==> config.mk <==
export PLATFORM = sky130hd
export DESIGN_NAME = touch_to_screen_mapper
export DESIGN_NICKNAME = d
export VERILOG_FILES = /design/src/rtl/core/tsm_pkg.sv /design/src/rtl/core/tsm_cmd_fifo.sv /design/src/rtl/core/tsm_front.sv /design/src/rtl/core/tsm_back.sv /design/src/rtl/core/touch_to_screen_mapper.sv
export SDC_FILE = /design/constraint.sdc
export NUM_CORES = 1
export LEC_CHECK = 0
export BUFFER_PORTS_ARGS = -buffer_cell sky130_fd_sc_hd__buf_2
export CORE_MARGIN = 2
export CORE_UTILIZATION = 55
export CTS_CLUSTER_DIAMETER = 40
export DETAILED_ROUTE_END_ITERATION = 8
export MAX_ROUTING_LAYER = met4
export PLACE_DENSITY_LB_ADDON = 0.12
export SLEW_MARGIN = 20
export SYNTH_ARGS = -nofsm -noshare
export SYNTH_HDL_FRONTEND = slang
export SYNTH_SLANG_ARGS = --single-unit
==> constraint.sdc <==
create_clock -name clk -period 9.05 [get_ports clk]
set_input_delay 0.4525 -clock clk [delete_from_list [all_inputs] [get_ports clk]]
set_output_delay 0.4525 -clock clk [all_outputs]
set_load 0.05 [all_outputs]
==> src/rtl/core/tsm_pkg.sv <==
// Shared types, constants and codes for the touch to screen mapper.
`timescale 1ns / 1ps
`default_nettype none

package tsm_pkg;

  localparam int COORD_W = 16;
  localparam int SCR_W   = 14;
  localparam int TIME_W  = 32;
  localparam int PROD_W  = COORD_W + SCR_W;
  localparam int CNT_W   = $clog2(PROD_W);

  localparam logic [COORD_W-1:0] PAD_RANGE_X  = 16'd4095;
  localparam logic [COORD_W-1:0] PAD_RANGE_Y  = 16'd4095;
  localparam logic [TIME_W-1:0]  TAP_LIMIT_MS = 32'd200;

  // Input event modes.
  localparam logic [1:0] MODE_X    = 2'd0;
  localparam logic [1:0] MODE_Y    = 2'd1;
  localparam logic [1:0] MODE_AXIS = 2'd2;
  localparam logic [1:0] MODE_KEY  = 2'd3;

  localparam logic [COORD_W-1:0] KEY_RELEASE = 16'd0;
  localparam logic [COORD_W-1:0] KEY_PRESS   = 16'd1;

  // Result kinds.
  localparam logic [1:0] KIND_X    = 2'd0;
  localparam logic [1:0] KIND_Y    = 2'd1;
  localparam logic [1:0] KIND_SYNC = 2'd2;
  localparam logic [1:0] KIND_BTN  = 2'd3;

  // Configuration register indexes.
  localparam logic [2:0] REG_ENABLED     = 3'd0;
  localparam logic [2:0] REG_AREA_ENABLE = 3'd1;
  localparam logic [2:0] REG_AREA_LEFT   = 3'd2;
  localparam logic [2:0] REG_AREA_TOP    = 3'd3;
  localparam logic [2:0] REG_AREA_RIGHT  = 3'd4;
  localparam logic [2:0] REG_AREA_BOTTOM = 3'd5;
  localparam logic [2:0] REG_SCREEN_W    = 3'd6;
  localparam logic [2:0] REG_SCREEN_H    = 3'd7;

  // Commands passed from the front to the back.
  localparam logic [1:0] OP_MAP_X = 2'd0;
  localparam logic [1:0] OP_MAP_Y = 2'd1;
  localparam logic [1:0] OP_SYNC  = 2'd2;
  localparam logic [1:0] OP_TAP   = 2'd3;

  localparam int FIFO_DEPTH = 2;
  localparam int FIFO_AW    = $clog2(FIFO_DEPTH);

  typedef struct packed {
    logic [1:0]         mode;
    logic [COORD_W-1:0] value;
    logic [TIME_W-1:0]  time_ms;
  } in_word_t;

  typedef struct packed {
    logic [1:0]       kind;
    logic [SCR_W-1:0] out_value;
    logic             last;
  } out_word_t;

  typedef struct packed {
    logic               enabled;
    logic               area_enable;
    logic [COORD_W-1:0] area_left;
    logic [COORD_W-1:0] area_top;
    logic [COORD_W-1:0] area_right;
    logic [COORD_W-1:0] area_bottom;
    logic [SCR_W-1:0]   screen_w;
    logic [SCR_W-1:0]   screen_h;
  } cfg_t;

  typedef struct packed {
    logic [1:0]         op;
    logic [COORD_W-1:0] value;
  } cmd_t;

  typedef struct packed {
    logic full;
    logic empty;
  } fifo_stat_t;

endpackage

`default_nettype wire

==> src/rtl/core/tsm_cmd_fifo.sv <==
// Short command queue between the event front and the mapping back.
`timescale 1ns / 1ps
`default_nettype none

module tsm_cmd_fifo (
  input  logic              clk,
  input  logic              rst_n,
  input  logic              push,
  input  tsm_pkg::cmd_t     push_cmd,
  input  logic              pop,
  output tsm_pkg::cmd_t     head_cmd,
  output tsm_pkg::fifo_stat_t stat
);

  tsm_pkg::cmd_t                mem_r [tsm_pkg::FIFO_DEPTH];
  logic [tsm_pkg::FIFO_AW-1:0]  wr_ptr_r;
  logic [tsm_pkg::FIFO_AW-1:0]  rd_ptr_r;
  logic [tsm_pkg::FIFO_AW:0]    count_r;
  logic                         do_push;
  logic                         do_pop;

  assign stat.full  = (count_r == (tsm_pkg::FIFO_AW+1)'(tsm_pkg::FIFO_DEPTH));
  assign stat.empty = (count_r == '0);
  assign do_push    = push && !stat.full;
  assign do_pop     = pop && !stat.empty;
  assign head_cmd   = mem_r[rd_ptr_r];

  always_ff @(posedge clk) begin
    if (do_push) begin
      mem_r[wr_ptr_r] <= push_cmd;
    end
  end

  always_ff @(posedge clk) begin
    if (!rst_n) begin
      wr_ptr_r <= '0;
      rd_ptr_r <= '0;
      count_r  <= '0;
    end else begin
      if (do_push) begin
        wr_ptr_r <= wr_ptr_r + 1'b1;
      end
      if (do_pop) begin
        rd_ptr_r <= rd_ptr_r + 1'b1;
      end
      priority if (do_push && !do_pop) begin
        count_r <= count_r + 1'b1;
      end else if (do_pop && !do_push) begin
        count_r <= count_r - 1'b1;
      end else begin
        count_r <= count_r;
      end
    end
  end

endmodule

`default_nettype wire

==> src/rtl/core/tsm_front.sv <==
// Event front: accepts input words, keeps tap state and queues commands.
`timescale 1ns / 1ps
`default_nettype none

module tsm_front (
  input  logic                clk,
  input  logic                rst_n,
  input  logic                in_valid,
  output logic                in_ready,
  input  tsm_pkg::in_word_t   in_word,
  input  logic                enabled,
  input  tsm_pkg::fifo_stat_t stat,
  output logic                push,
  output tsm_pkg::cmd_t       push_cmd
);

  logic                        tap_pending_r;
  logic                        tap_pending_nxt;
  logic [tsm_pkg::TIME_W-1:0]  press_time_r;
  logic [tsm_pkg::TIME_W-1:0]  press_time_nxt;
  logic [tsm_pkg::TIME_W-1:0]  elapsed;
  logic                        accept;
  logic                        quick_tap;

  assign in_ready  = !stat.full;
  assign accept    = in_valid && in_ready;
  // Elapsed time wraps modulo 2^32, so a plain subtract is correct.
  assign elapsed   = in_word.time_ms - press_time_r;
  assign quick_tap = (elapsed < tsm_pkg::TAP_LIMIT_MS);

  always_comb begin
    push            = 1'b0;
    push_cmd.op     = tsm_pkg::OP_SYNC;
    push_cmd.value  = in_word.value;
    tap_pending_nxt = tap_pending_r;
    press_time_nxt  = press_time_r;
    if (accept && enabled) begin
      unique case (in_word.mode)
        tsm_pkg::MODE_X: begin
          push        = 1'b1;
          push_cmd.op = tsm_pkg::OP_MAP_X;
        end
        tsm_pkg::MODE_Y: begin
          push        = 1'b1;
          push_cmd.op = tsm_pkg::OP_MAP_Y;
        end
        tsm_pkg::MODE_AXIS: begin
          push        = 1'b1;
          push_cmd.op = tsm_pkg::OP_SYNC;
        end
        tsm_pkg::MODE_KEY: begin
          priority if (in_word.value == tsm_pkg::KEY_PRESS) begin
            press_time_nxt  = in_word.time_ms;
            tap_pending_nxt = 1'b1;
          end else if (in_word.value == tsm_pkg::KEY_RELEASE && tap_pending_r) begin
            push            = quick_tap;
            push_cmd.op     = tsm_pkg::OP_TAP;
            tap_pending_nxt = 1'b0;
          end else begin
            // Repeats and stray releases leave the tap state alone.
            tap_pending_nxt = tap_pending_r;
          end
        end
        default: begin
          push = 1'b0;
        end
      endcase
    end
  end

  always_ff @(posedge clk) begin
    if (!rst_n) begin
      tap_pending_r <= 1'b0;
      press_time_r  <= '0;
    end else begin
      tap_pending_r <= tap_pending_nxt;
      press_time_r  <= press_time_nxt;
    end
  end

endmodule

`default_nettype wire

==> src/rtl/core/tsm_back.sv <==
// Mapping back: scales coordinates with a serial divider and emits result words.
`timescale 1ns / 1ps
`default_nettype none

module tsm_back (
  input  logic                clk,
  input  logic                rst_n,
  input  tsm_pkg::cfg_t       cfg,
  input  tsm_pkg::fifo_stat_t stat,
  input  tsm_pkg::cmd_t       head_cmd,
  output logic                pop,
  output logic                out_valid,
  input  logic                out_ready,
  output tsm_pkg::out_word_t  out_word
);

  localparam logic [2:0] ST_IDLE = 3'd0;
  localparam logic [2:0] ST_PREP = 3'd1;
  localparam logic [2:0] ST_MUL  = 3'd2;
  localparam logic [2:0] ST_DIV  = 3'd3;
  localparam logic [2:0] ST_SAT  = 3'd4;
  localparam logic [2:0] ST_EMIT = 3'd5;

  logic [2:0]                   state_r;
  tsm_pkg::cmd_t                cmd_r;
  logic [tsm_pkg::COORD_W-1:0]  diff_r;
  logic [tsm_pkg::COORD_W-1:0]  den_r;
  logic                         zero_r;
  logic [tsm_pkg::PROD_W-1:0]   num_r;
  logic [tsm_pkg::COORD_W-1:0]  rem_r;
  logic [tsm_pkg::CNT_W-1:0]    cnt_r;
  logic [tsm_pkg::SCR_W-1:0]    q_r;
  logic [1:0]                   seq_r;
  logic                         out_valid_r;
  tsm_pkg::out_word_t           out_word_r;

  logic                         is_x;
  logic [tsm_pkg::COORD_W-1:0]  lo;
  logic [tsm_pkg::COORD_W-1:0]  hi;
  logic [tsm_pkg::COORD_W-1:0]  range;
  logic [tsm_pkg::SCR_W-1:0]    scr;
  logic [tsm_pkg::COORD_W-1:0]  clamped;
  logic [tsm_pkg::COORD_W:0]    rem_sh;
  logic                         rem_ge;
  logic                         can_load;
  tsm_pkg::out_word_t           emit_word;

  assign is_x  = (cmd_r.op == tsm_pkg::OP_MAP_X);
  assign lo    = is_x ? cfg.area_left  : cfg.area_top;
  assign hi    = is_x ? cfg.area_right : cfg.area_bottom;
  assign range = is_x ? tsm_pkg::PAD_RANGE_X : tsm_pkg::PAD_RANGE_Y;
  assign scr   = is_x ? cfg.screen_w : cfg.screen_h;

  always_comb begin
    clamped = cmd_r.value;
    priority if (cmd_r.value < lo) begin
      clamped = lo;
    end else if (cmd_r.value > hi) begin
      clamped = hi;
    end else begin
      clamped = cmd_r.value;
    end
  end

  // One restoring step per cycle, one quotient bit per step.
  assign rem_sh = {rem_r, num_r[tsm_pkg::PROD_W-1]};
  assign rem_ge = (rem_sh >= {1'b0, den_r});

  assign can_load  = !out_valid_r || out_ready;
  assign pop       = (state_r == ST_IDLE) && !stat.empty;
  assign out_valid = out_valid_r;
  assign out_word  = out_word_r;

  always_comb begin
    emit_word.kind      = tsm_pkg::KIND_SYNC;
    emit_word.out_value = '0;
    emit_word.last      = 1'b1;
    unique case (cmd_r.op)
      tsm_pkg::OP_MAP_X, tsm_pkg::OP_MAP_Y: begin
        if (seq_r == 2'd0) begin
          emit_word.kind      = is_x ? tsm_pkg::KIND_X : tsm_pkg::KIND_Y;
          emit_word.out_value = q_r;
          emit_word.last      = 1'b0;
        end
      end
      tsm_pkg::OP_TAP: begin
        unique case (seq_r)
          2'd0: begin
            emit_word.kind      = tsm_pkg::KIND_BTN;
            emit_word.out_value = tsm_pkg::SCR_W'(1);
            emit_word.last      = 1'b0;
          end
          2'd1: begin
            emit_word.last = 1'b0;
          end
          2'd2: begin
            emit_word.kind = tsm_pkg::KIND_BTN;
            emit_word.last = 1'b0;
          end
          default: begin
            emit_word.last = 1'b1;
          end
        endcase
      end
      default: begin
        emit_word.last = 1'b1;
      end
    endcase
  end

  always_ff @(posedge clk) begin
    if (!rst_n) begin
      state_r     <= ST_IDLE;
      out_valid_r <= 1'b0;
    end else begin
      if (state_r == ST_EMIT && can_load) begin
        out_valid_r <= 1'b1;
      end else if (out_valid_r && out_ready) begin
        out_valid_r <= 1'b0;
      end
      unique case (state_r)
        ST_IDLE: begin
          if (!stat.empty) begin
            if (head_cmd.op == tsm_pkg::OP_MAP_X || head_cmd.op == tsm_pkg::OP_MAP_Y) begin
              state_r <= ST_PREP;
            end else begin
              state_r <= ST_EMIT;
            end
          end
        end
        ST_PREP: begin
          state_r <= ST_MUL;
        end
        ST_MUL: begin
          state_r <= zero_r ? ST_EMIT : ST_DIV;
        end
        ST_DIV: begin
          if (cnt_r == tsm_pkg::CNT_W'(tsm_pkg::PROD_W - 1)) begin
            state_r <= ST_SAT;
          end
        end
        ST_SAT: begin
          state_r <= ST_EMIT;
        end
        ST_EMIT: begin
          if (can_load && emit_word.last) begin
            state_r <= ST_IDLE;
          end
        end
        default: begin
          state_r <= ST_IDLE;
        end
      endcase
    end
  end

  always_ff @(posedge clk) begin
    unique case (state_r)
      ST_IDLE: begin
        cmd_r <= head_cmd;
        seq_r <= 2'd0;
      end
      ST_PREP: begin
        if (cfg.area_enable) begin
          zero_r <= (hi <= lo);
          diff_r <= clamped - lo;
          den_r  <= hi - lo;
        end else begin
          zero_r <= 1'b0;
          diff_r <= cmd_r.value;
          den_r  <= range;
        end
      end
      ST_MUL: begin
        num_r <= {{(tsm_pkg::PROD_W-tsm_pkg::COORD_W){1'b0}}, diff_r} *
                 {{(tsm_pkg::PROD_W-tsm_pkg::SCR_W){1'b0}}, scr};
        rem_r <= '0;
        cnt_r <= '0;
        q_r   <= '0;
      end
      ST_DIV: begin
        rem_r <= rem_ge ? tsm_pkg::COORD_W'(rem_sh - {1'b0, den_r})
                        : rem_sh[tsm_pkg::COORD_W-1:0];
        num_r <= {num_r[tsm_pkg::PROD_W-2:0], rem_ge};
        cnt_r <= cnt_r + 1'b1;
      end
      ST_SAT: begin
        if (num_r > {{(tsm_pkg::PROD_W-tsm_pkg::SCR_W){1'b0}}, scr}) begin
          q_r <= scr;
        end else begin
          q_r <= num_r[tsm_pkg::SCR_W-1:0];
        end
      end
      ST_EMIT: begin
        if (can_load) begin
          out_word_r <= emit_word;
          seq_r      <= seq_r + 1'b1;
        end
      end
      default: begin
        seq_r <= 2'd0;
      end
    endcase
  end

`ifndef SYNTHESIS
  a_mul_to_div: assert property (@(posedge clk) disable iff (!rst_n)
    (state_r == ST_MUL && !zero_r) |=> (state_r == ST_DIV))
    else $error("divider did not start after the multiply");

  a_last_is_sync: assert property (@(posedge clk) disable iff (!rst_n)
    (out_valid_r && out_word_r.last) |-> (out_word_r.kind == tsm_pkg::KIND_SYNC))
    else $error("final word of an event is not a sync");

  a_div_count: assert property (@(posedge clk) disable iff (!rst_n)
    (state_r == ST_DIV) |-> (cnt_r < tsm_pkg::CNT_W'(tsm_pkg::PROD_W)))
    else $error("divider step count overran the dividend width");
`endif

endmodule

`default_nettype wire

==> src/rtl/core/touch_to_screen_mapper.sv <==
// Top level of the touch to screen mapper: configuration registers and wiring.
`timescale 1ns / 1ps
`default_nettype none

// Channel | Ports                           | Word
// input   | in_valid, in_ready, in_word     | mode, value, time_ms
// result  | out_valid, out_ready, out_word  | kind, out_value, last
// config  | cfg_valid, cfg_ready, cfg_index | cfg_data written to register cfg_index
//
// A mapped X or Y event is dequeued, clamped, multiplied, divided in the
// one-bit-per-step restoring divider, saturated, and then emitted one result
// word at a time; an empty area skips the divider and the saturate step.
// Sync-only and tap events skip the divider and go from the dequeue to their words.
// Reset is synchronous and active low; it restores the register defaults and
// clears the tap state and the command queue.
// The front keeps taking input words while the back is busy until the
// two-entry command queue fills; a stalled result channel holds the back only.

module touch_to_screen_mapper (
  input  logic               clk,
  input  logic               rst_n,
  input  logic               in_valid,
  output logic               in_ready,
  input  tsm_pkg::in_word_t  in_word,
  output logic               out_valid,
  input  logic               out_ready,
  output tsm_pkg::out_word_t out_word,
  input  logic               cfg_valid,
  output logic               cfg_ready,
  input  logic [2:0]         cfg_index,
  input  logic [15:0]        cfg_data
);

  tsm_pkg::cfg_t       cfg_r;
  tsm_pkg::fifo_stat_t stat;
  tsm_pkg::cmd_t       push_cmd;
  tsm_pkg::cmd_t       head_cmd;
  logic                push;
  logic                pop;

  // Register writes are always taken. Software is to reconfigure the block only while
  // it is idle; the block itself does not enforce this and provides no hold-off.
  assign cfg_ready = 1'b1;

  always_ff @(posedge clk) begin
    if (!rst_n) begin
      cfg_r.enabled     <= 1'b1;
      cfg_r.area_enable <= 1'b0;
      cfg_r.area_left   <= '0;
      cfg_r.area_top    <= '0;
      cfg_r.area_right  <= 16'd4095;
      cfg_r.area_bottom <= 16'd4095;
      cfg_r.screen_w    <= 14'd1920;
      cfg_r.screen_h    <= 14'd1080;
    end else if (cfg_valid && cfg_ready) begin
      unique case (cfg_index)
        tsm_pkg::REG_ENABLED:     cfg_r.enabled     <= cfg_data[0];
        tsm_pkg::REG_AREA_ENABLE: cfg_r.area_enable <= cfg_data[0];
        tsm_pkg::REG_AREA_LEFT:   cfg_r.area_left   <= cfg_data;
        tsm_pkg::REG_AREA_TOP:    cfg_r.area_top    <= cfg_data;
        tsm_pkg::REG_AREA_RIGHT:  cfg_r.area_right  <= cfg_data;
        tsm_pkg::REG_AREA_BOTTOM: cfg_r.area_bottom <= cfg_data;
        tsm_pkg::REG_SCREEN_W:    cfg_r.screen_w    <= cfg_data[tsm_pkg::SCR_W-1:0];
        tsm_pkg::REG_SCREEN_H:    cfg_r.screen_h    <= cfg_data[tsm_pkg::SCR_W-1:0];
        default: begin
        end
      endcase
    end
  end

  // The front classifies each word and handles the tap timing itself.
  tsm_front u_front (
    .clk      (clk),
    .rst_n    (rst_n),
    .in_valid (in_valid),
    .in_ready (in_ready),
    .in_word  (in_word),
    .enabled  (cfg_r.enabled),
    .stat     (stat),
    .push     (push),
    .push_cmd (push_cmd)
  );

  tsm_cmd_fifo u_fifo (
    .clk      (clk),
    .rst_n    (rst_n),
    .push     (push),
    .push_cmd (push_cmd),
    .pop      (pop),
    .head_cmd (head_cmd),
    .stat     (stat)
  );

  // The back does the clamp, scale and divide, and drives the output register.
  tsm_back u_back (
    .clk       (clk),
    .rst_n     (rst_n),
    .cfg       (cfg_r),
    .stat      (stat),
    .head_cmd  (head_cmd),
    .pop       (pop),
    .out_valid (out_valid),
    .out_ready (out_ready),
    .out_word  (out_word)
  );

endmodule

`default_nettype wire

## Yosys cells after proc, flatten, opt, wreduce, memory -nomap -nowiden

Memories as Yosys holds them, arrays and structs flattened. A register that Yosys moved wholly into a read port is not among the register bits.
Cells that the tools add are included.

| storage, ports and cells | value |
|---|---|
| memory bits (writable) | 36 |
| output and inout bits | 20 |
| word-level logic and storage cells | 168 |
| bits in registers | 270 |
| memories kept | 1 |

| cells by class | value |
|---|---|
| reductions and logical operators | 49 |
| multiply operators | 1 |
| mux-type cells | 45 |
| $add $sub $neg | 10 |
| $lt $le $gt $ge | 6 |
| bitwise logic cells | 1 |
| equal/unequal tests | 27 |

Memory list:

| memory | depth | width | rd ports | clocked after memory_dff | wr ports | RTL line | source |
|---|---|---|---|---|---|---|---|
| u_fifo.mem_r | 2 | 18 | 1 | 1 | 1 | tsm_cmd_fifo.sv:15 | `tsm_pkg::cmd_t mem_r [tsm_pkg::FIFO_DEPTH];` |

Operator list:

| cell | number |
|---|---|
| two-way mux 16 bit | 6 |
| case mux 16 bit (2 select lines) | 2 |
| case mux 30 bit (2 select lines) | 1 |
| subtractor 16 bit | 3 |
| less-than comparator 32 x 8 -> 1 bit (second input constant) | 1 |
| subtractor 32 bit | 1 |
| > comparator 30 x 14 -> 1 bit | 1 |
| multiplier 16 x 14 -> 30 bit | 1 |
| two-way mux 14 bit | 2 |
| case mux 14 bit (2 select lines) | 1 |
| AND reduction 2 bit | 10 |
| equality test 3 bit (second input constant) | 6 |
| case mux 3 bit (6 select lines) | 1 |
| greater-or-equal comparator 17 x 16 -> 1 bit | 1 |
| two-way mux 17 bit | 1 |
| equality test 16 x 1 -> 1 bit (second input constant) | 1 |
| > comparator 16 bit | 1 |
| <= comparator 16 bit | 1 |
| logical NOT 16 bit | 1 |
| less-than comparator 16 bit | 1 |
| two-way mux 1 bit | 16 |
| two-way mux 3 bit | 5 |
| equality test 3 x 2 -> 1 bit (second input constant) | 4 |
| logical AND 1 bit | 11 |
| 25 further kinds | 60 |

## Depth between registers and ports, before layout

Gate-level depths: netlist (run 1).

| depth | value |
|---|---|
| depth after elaboration | 11 |
| mapped depth | 28 |

## Modules after synthesis

Synthesis (run 1) repeated with hierarchy kept, for this count alone.

| unflattened totals | value |
|---|---|
| cells, all modules | 2713 |
| area, all modules | 25851.0 um^2 |

Modules (own cells, without submodules):

| module | sequential area each (um^2) | area an instance (um^2) | cells an instance | instances |
|---|---|---|---|---|
| tsm_back | 4134.0 | 17222.8 | 1819 | 1 |
| touch_to_screen_mapper | 1881.8 | 3699.8 | 346 | 1 |
| tsm_front | 660.6 | 3398.3 | 467 | 1 |
| tsm_cmd_fifo | 1181.1 | 1530.2 | 81 | 1 |

## Least setup slack after synthesis (run 1)

Ideal clock, no wire load.

| path | value |
|---|---|
| path type | register to register |
| from | register u_back.cmd_r[17] (netlist name) |
| to | register u_back.num_r[27] (netlist name), data pin |
| data arrival time | 7.129 ns |
| stages on the path, launching flop included | 25 |
| path buffers | 2 |
| required time | 8.784 ns |
| setup time | 0.266 ns |
| path slack | 1.655 ns |
| clock period less this slack | 7.395 ns |
| cells stage by stage | edfxtp_1 nor2_4 clkbuf_1 mux2_2 clkbuf_1 nand2_1 fa_1 fa_1 inv_1 fa_1 fa_1 fa_1 inv_1 fa_1 inv_1 ha_1 a21o_1 a221o_1 and3_1 a21o_1 a41oi_1 a21oi_1 and3_1 a2111oi_0 o41ai_1 |

| between the ends | value |
|---|---|
| cells in the longest elaborated chain, start to end | 4 |

Ends and longest elaborated chain:

| item | RTL line | source |
|---|---|---|
| from (decl) | tsm_back.sv:25 | `tsm_pkg::cmd_t cmd_r;` |
| from (signal assigned) | tsm_back.sv:160 | `cmd_r <= head_cmd;` |
| logical NOT 2 bit | tsm_back.sv:48 | `assign is_x = (cmd_r.op == tsm_pkg::OP_MAP_X);` |
| two-way mux 14 bit | tsm_back.sv:52 | `assign scr = is_x ? cfg.screen_w : cfg.screen_h;` |
| multiplier 16 x 14 -> 30 bit | tsm_back.sv:175 | `num_r <= {{(tsm_pkg::PROD_W-tsm_pkg::COORD_W){1'b0}}, diff_r} *` |
| case mux 30 bit (2 select lines) | tsm_back.sv:158 | `unique case (state_r)` |
| to (signal assigned) | tsm_back.sv:175 |  |
| to (signal assigned) | tsm_back.sv:184 | `num_r <= {num_r[tsm_pkg::PROD_W-2:0], rem_ge};` |
| to (decl) | tsm_back.sv:29 | `logic [tsm_pkg::PROD_W-1:0] num_r;` |

No other way between the ends.
A chain may end at the register's enable or synchronous reset.

## Final worst setup path (run 1)

Same ends and word-level chain as after synthesis.

==> results of run 1 <==
-- layout make-up --
type,instances,area share
repair buffers,112,0.0219
clock buffers,59,0.0485
clock inverters,37,0.0151
flip-flops and latches,307,0.281
diodes,3,0.000268
inverters,292,0.0392
multi-input cells,2035,0.567
well taps,600,0.0268
-- stage by stage --
| stage | std cells | util | area [µm²] | hold slack [ns] | setup WS (ns) |
|---|---|---|---|---|---|
| floorplan | 2752 | - | 25300 | 0.435 | 1.66 |
| global placement | 3346 | 0.577 | 26200 | 0.446 | 1.43 |
| detailed placement | 3346 | 0.577 | 26200 | 0.452 | 1.34 |
| CTS | 3442 | 0.616 | 28000 | 0.0163 | 1.30 |
| global route | 3445 | 0.616 | 28000 | 0.0262 | 0.897 |
| finish | 3445 | 0.616 | 28000 | 0.0457 | 1.29 |
-- worst min path at each step --
stage                     cells after the start                      end
after floorplan                               2                cfg_r[21]
after global placement                        2  u_front.press_time_r[0]
after detailed placement                      2  u_front.press_time_r[0]
after CTS                                     1      u_fifo.mem_r[0][12]
after global routing                          1      u_fifo.mem_r[0][12]
final                                         1      u_fifo.mem_r[0][12]
-- kinds of logic (layout without fill, tap and decap cells) --
kind of cell | count (synthesis) | count (layout) | share of synthesized area
xor+xnor | 68 | 68 | 0.0236
buf+inv | 410 | 500 | 0.0627
mux | 112 | 112 | 0.0465
flops | 307 | 307 | 0.311
fa+ha+maj | 390 | 390 | 0.243
other cells | 1 | 4 | 0.000149
compound gates | 480 | 480 | 0.130
simple gates | 984 | 984 | 0.182
-- routing by layer --
layer,global-route usage,vias up,share of wire
li1,-,9439,-
met4,0.0898,0,0.029
met2,0.492,528,0.50
met1,0.337,9497,0.42
met5,-,-,0
met3,0.0405,139,0.049
-- worst max-delay path: stages, from the launching register on --
cell and delay [ns]:
edfxtp_1 0.49, nor2_4 0.46, mux2_2 0.53, and2_1 0.23, fa_1 0.53, inv_1 0.05, fa_1 0.49, inv_1 0.06
fa_1 0.50, fa_1 0.52, fa_1 0.54, inv_1 0.05, fa_1 0.52, inv_1 0.04, ha_1 0.34, a21o_1 0.20
a221o_1 0.37, and3_1 0.18, a21o_1 0.21, a41oi_1 0.29, a21oi_1 0.15, and3_1 0.20, a2111oi_0 0.40, o41ai_1 0.11
-- layout by cell type, fill, tap and decap left out, types with 70 or more instances in the layout --
cell	count
nor2b_1	70
and2_1	83
ha_1	222
nand3_1	71
a21oi_1	104
dfxtp_1	136
nor2_1	120
a21boi_0	103
nand2_1	467
inv_1	292
edfxtp_1	171
fa_1	168
buf_2	91
-- synthesized netlist by cell type, types with 23 or more instances --
master | number | area, µm²
a211oi_1 | 27 | 203
a21boi_0 | 103 | 773
a21o_1 | 43 | 323
a21oi_1 | 105 | 526
and2_1 | 83 | 519
clkbuf_1 | 95 | 357
dfxtp_1 | 136 | 2720
edfxtp_1 | 171 | 5130
fa_1 | 168 | 3360
ha_1 | 222 | 2780
inv_1 | 292 | 1100
mux2_2 | 43 | 484
mux2i_1 | 69 | 691
nand2_1 | 468 | 1760
nand2b_1 | 25 | 156
nand3_1 | 71 | 355
nor2_1 | 124 | 465
nor2b_1 | 73 | 457
nor3_1 | 43 | 215
o21a_1 | 23 | 173
o21ai_0 | 66 | 330
xnor2_1 | 44 | 385
xor2_1 | 24 | 210
-- state kept, by name, summed over array words and instances, names as in the netlist, 2 cells and up, named ones only --
| register | count |
|---|---|
| u_back.num_r | 30 |
| u_back.den_r | 16 |
| u_back.out_word | 17 |
| u_back.seq_r | 2 |
| u_back.diff_r | 16 |
| cfg_r | 94 |
| u_fifo.mem_r | 36 |
| u_back.cmd_r | 18 |
| u_back.state_r | 3 |
| u_fifo.count_r | 2 |
| u_back.rem_r | 16 |
| u_back.cnt_r | 5 |
| u_back.q_r | 14 |
| u_front.press_time_r | 32 |
==> impl_metrics.ini, run 1 <==
[route]
vias_per_cell = 5.69
detail_route.wl_per_cell_um = 18.3
post-route-drc-count = 0
route.vias.total = 19600
dr.pass1.iters = 7
drt_iter0_markers = 1211
wl_um = 63100
ant_nets = 0

[clock_tree]
cts.reportedPaths.clkPinSlew_ns = 0.06
postCtsResizedCells = 0
worst_skew_pair.late_latency_ns = 0.61
clock_path_buffers = 3
htree_levels = 2
cts-buffers-inserted = 51
numClockSinks = 307
post-cts-setup-buffers = 0
root_buffer = clkbuf_16
holdBufCountCts = 0
tritoncts = done

[timing]
post-route-period-util = 0.858
setup-tns-final_ns = 0
fin_crit_ns = 7.76
setup_viol = 0
slew_headroom = 0.337
max_freq_mhz = 129
hold_viol_final = 0
rsz0062_at_grt = false
worstMarginPinSlew_ns = 0.990
clock_skew_ns = 0.0300
finalMaxSlewViolations = 0

[synthesis]
synth_fp_nets = 3216
syn_inst = 2752
synth_edf_count = 171
synth_ff_type = edfxtp_1
yosysUniqueCellTypes = 83
async_flop_share = 0
syn_area_um2 = 25300
yosysSeqAreaShare = 0.311
avgSynthCellArea_um2 = 9.18
ys_warn_count = 0
synth_seq_cells = 307

[critical_path]
r2r-start = u_back.cmd_r[17]
r2r-end = u_back.num_r[27]
worstPathMaxFanout = 17
cp-startpoint = u_back.cmd_r[17]
worst-r2r-setup-slack_ns = 1.29
criticalPathCategory = register to register
endpoint = u_back.num_r[27]
reg2reg_depth = 23
endpoint_kind = register
required_ns = 9.36
worst-endpoint-arrival_ns = 8.08
start_kind = register

[global_route]
antenna_found_initial = 2
track_usage = 0.282
grt_pass1_vias = 20200
grt_max_degree = 106
grt_pass1_wl_um = 104000
grt_overflow = 0

[die]
core-area_um2 = 45400
design.portCount = 94
start_util = 0.556
die_w_um = 218
dieArea_um2 = 47600
fp-row-count = 78
die_y_um = 218

[layout]
drive_gt1_frac = 0.102
multiInputGateArea_um2 = 15900
syn_to_final_growth_pct = 10.7
ff_latch_area_um2 = 7860
num-fill-cells = 3913
finalNetCount = 3263

[placement]
dp_hpwl_um = 48300
portBuffers = 92
gp_congestion = 0.907

[worst_hold_path]
hp-class = input pin to register
hp-start = in_word[44]

[run_status]
outcome = finished, final reports clean

[run]
maxCapViolations = 0
Power of run 1 is not shown: default switching activity piles up to over one toggle a cycle in this logic, so the estimate is an artifact.
==> run 2: changes to the inputs <==
--- a/config.mk
+++ b/config.mk
@@ -5,13 +5,13 @@
 export SDC_FILE = /design/constraint.sdc
 export NUM_CORES = 1
 export LEC_CHECK = 0
-export BUFFER_PORTS_ARGS = -buffer_cell sky130_fd_sc_hd__buf_2
 export CORE_MARGIN = 2
 export CORE_UTILIZATION = 55
 export CTS_CLUSTER_DIAMETER = 40
 export DETAILED_ROUTE_END_ITERATION = 8
+export DONT_BUFFER_PORTS = 1
 export MAX_ROUTING_LAYER = met4
-export PLACE_DENSITY_LB_ADDON = 0.12
+export PLACE_DENSITY = 0.7
 export SLEW_MARGIN = 20
 export SYNTH_ARGS = -nofsm -noshare
 export SYNTH_HDL_FRONTEND = slang
==> run 2 against run 1 <==
Via count increased by 0.32%. Clock skew increased by 0.012 ns. Critical path type unchanged. Die area unchanged. Worst setup slack got worse by 0.060 ns.
==> impl_metrics.ini, run 2 (synthesis results as in run 1) <==
[clock_tree]
root_buffer = clkbuf_16
postCtsResizedCells = 0
numClockSinks = 307
post-cts-setup-buffers = 0
tritoncts = done
cts-buffers-inserted = 53
cts.reportedPaths.clkPinSlew_ns = 0.05
htree_levels = 2
clock_path_buffers = 3
worst_skew_pair.late_latency_ns = 0.62

[die]
design.portCount = 94
dieArea_um2 = 47600
die_w_um = 218
start_util = 0.556
core-area_um2 = 45400
die_y_um = 218
fp-row-count = 78

[layout]
top_register = cfg_r
multiInputGateArea_um2 = 15900
finalNetCount = 3242
largest_register_ffs = 94
layout.cells.most_common_list = nand2_1, inv_1, ha_1
final_common_cell = nand2_1
syn_to_final_growth_pct = 12.0
reg_top3 = cfg_r (94), u_fifo.mem_r (36), u_front.press_time_r (32)
num-fill-cells = 3789
drive_gt1_frac = 0.0695
ff_latch_area_um2 = 7860
n_antenna_cell = 0

[global_route]
grt_pass1_vias = 20100
grt_pass1_wl_um = 104000
antenna_found_initial = 4
grt_overflow = 0
track_usage = 0.280
grt_max_degree = 98

[critical_path]
criticalPathCategory = register to register
crit_path_max_incr_delay_ns = 0.55
endpoint_kind = register
critPathSlowestCell = fa_1
start_kind = register
critPathTopFamily = adder cells
worstPathMaxFanout = 15
worst-endpoint-arrival_ns = 8.13
crit_chain = nor2_4 > mux2i_2 > buf_4 > nor2b_1 > fa_1 > inv_1 > fa_1 > inv_1 > fa_1 > fa_1 > fa_1 > inv_1 > fa_1 > inv_1 > ha_1 > and3_1 > a221o_1 > and3_1 > a21o_1 > a41oi_1 > a21oi_1 > and3_1 > a2111oi_0 > o41ai_1
cpMostUsedCell = fa_1
required_ns = 9.36
worst-path-buf-inv = 5

[timing]
clock_skew_ns = 0.0419
fin_ws_ns = 1.23
slew_headroom = 0.309
post-route-period-util = 0.864
setup_viol = 0
setup-tns-final_ns = 0
fin_crit_ns = 7.82
rsz0062_at_grt = false
finalMaxSlewViolations = 0
hold_viol_final = 0
max_freq_mhz = 128
worst_hold_slack_ns = 0.0237
worstMarginPinSlew_ns = 1.03

[run]
maxCapViolations = 0

[placement]
portBuffers = 0
dp_hpwl_um = 47400
gp_congestion = 0.944
place_ws_ns = 1.26

[run_status]
outcome = finished, final reports clean

[route]
ant_nets = 0
route.vias.total = 19700
dr.pass1.iters = 6
post-route-drc-count = 0
detail_route.wl_per_cell_um = 18.5
wl_um = 63400
vias_per_cell = 5.75
drt_iter0_markers = 1420

[worst_hold_path]
hp-class = input pin to register
run 2: routing by layer:
metal / global-route usage / wire length [µm] / vias up
met1: 0.340 / 26600 / 9544
met2: 0.480 / 31200 / 578
li1: - / - / 9407
met4: 0.0952 / 1950 / 0
met5: - / 0 / -
met3: 0.0395 / 3650 / 136
run 2: final timing paths:
path	from	endpoint	slack, ns	cells past startpoint
setup / recovery	u_back.cmd_r[17]	u_back.num_r[27]	1.23	24
hold / removal	cfg_data[0]	cfg_r[92]	0.02	2
setup reg to reg	u_back.cmd_r[17]	u_back.num_r[27]	1.23	24
hold reg to reg	cfg_r[61]	cfg_r[61]	0.46	2
run 2: worst register-to-register path, delay by kind of cell, from the launching register on:
| kind | cells | cell delay (ns) |
|---|---|---|
| AOI/OAI and AO/OA | 6 | 1.52 |
| buffers and inverters | 5 | 0.50 |
| DFF | 1 | 0.46 |
| and+or+nand+nor | 5 | 1.16 |
| muxes | 1 | 0.45 |
| adders and majority gates | 7 | 3.46 |
run 2: metrics by stage:
| stage | util | cells | cell area, µm² |
|---|---|---|---|
| after floorplan | - | 2752 | 25300 |
| after global placement | 0.567 | 3255 | 25700 |
| after detailed placement | 0.567 | 3255 | 25700 |
| after CTS | 0.623 | 3421 | 28300 |
| after global routing | 0.623 | 3421 | 28300 |
| final | 0.623 | 3421 | 28300 |
run 2: layout make-up:
| cell class | instances | share of cell area |
|---|---|---|
| Clock buffer | 57 | 0.0478 |
| Clock inverter | 41 | 0.0177 |
| Inverter | 292 | 0.0388 |
| Multi-Input combinational cell | 2035 | 0.561 |
| Sequential cell | 307 | 0.278 |
| Tap cell | 600 | 0.0265 |
| Timing Repair Buffer | 89 | 0.0306 |
run 2: timing repair:
item,CTS,global route
hold buffers,68,0
endpoints found under the setup margin,0,0
hold endpoints to repair,165,0
Power of run 2 is left out for the same reason.
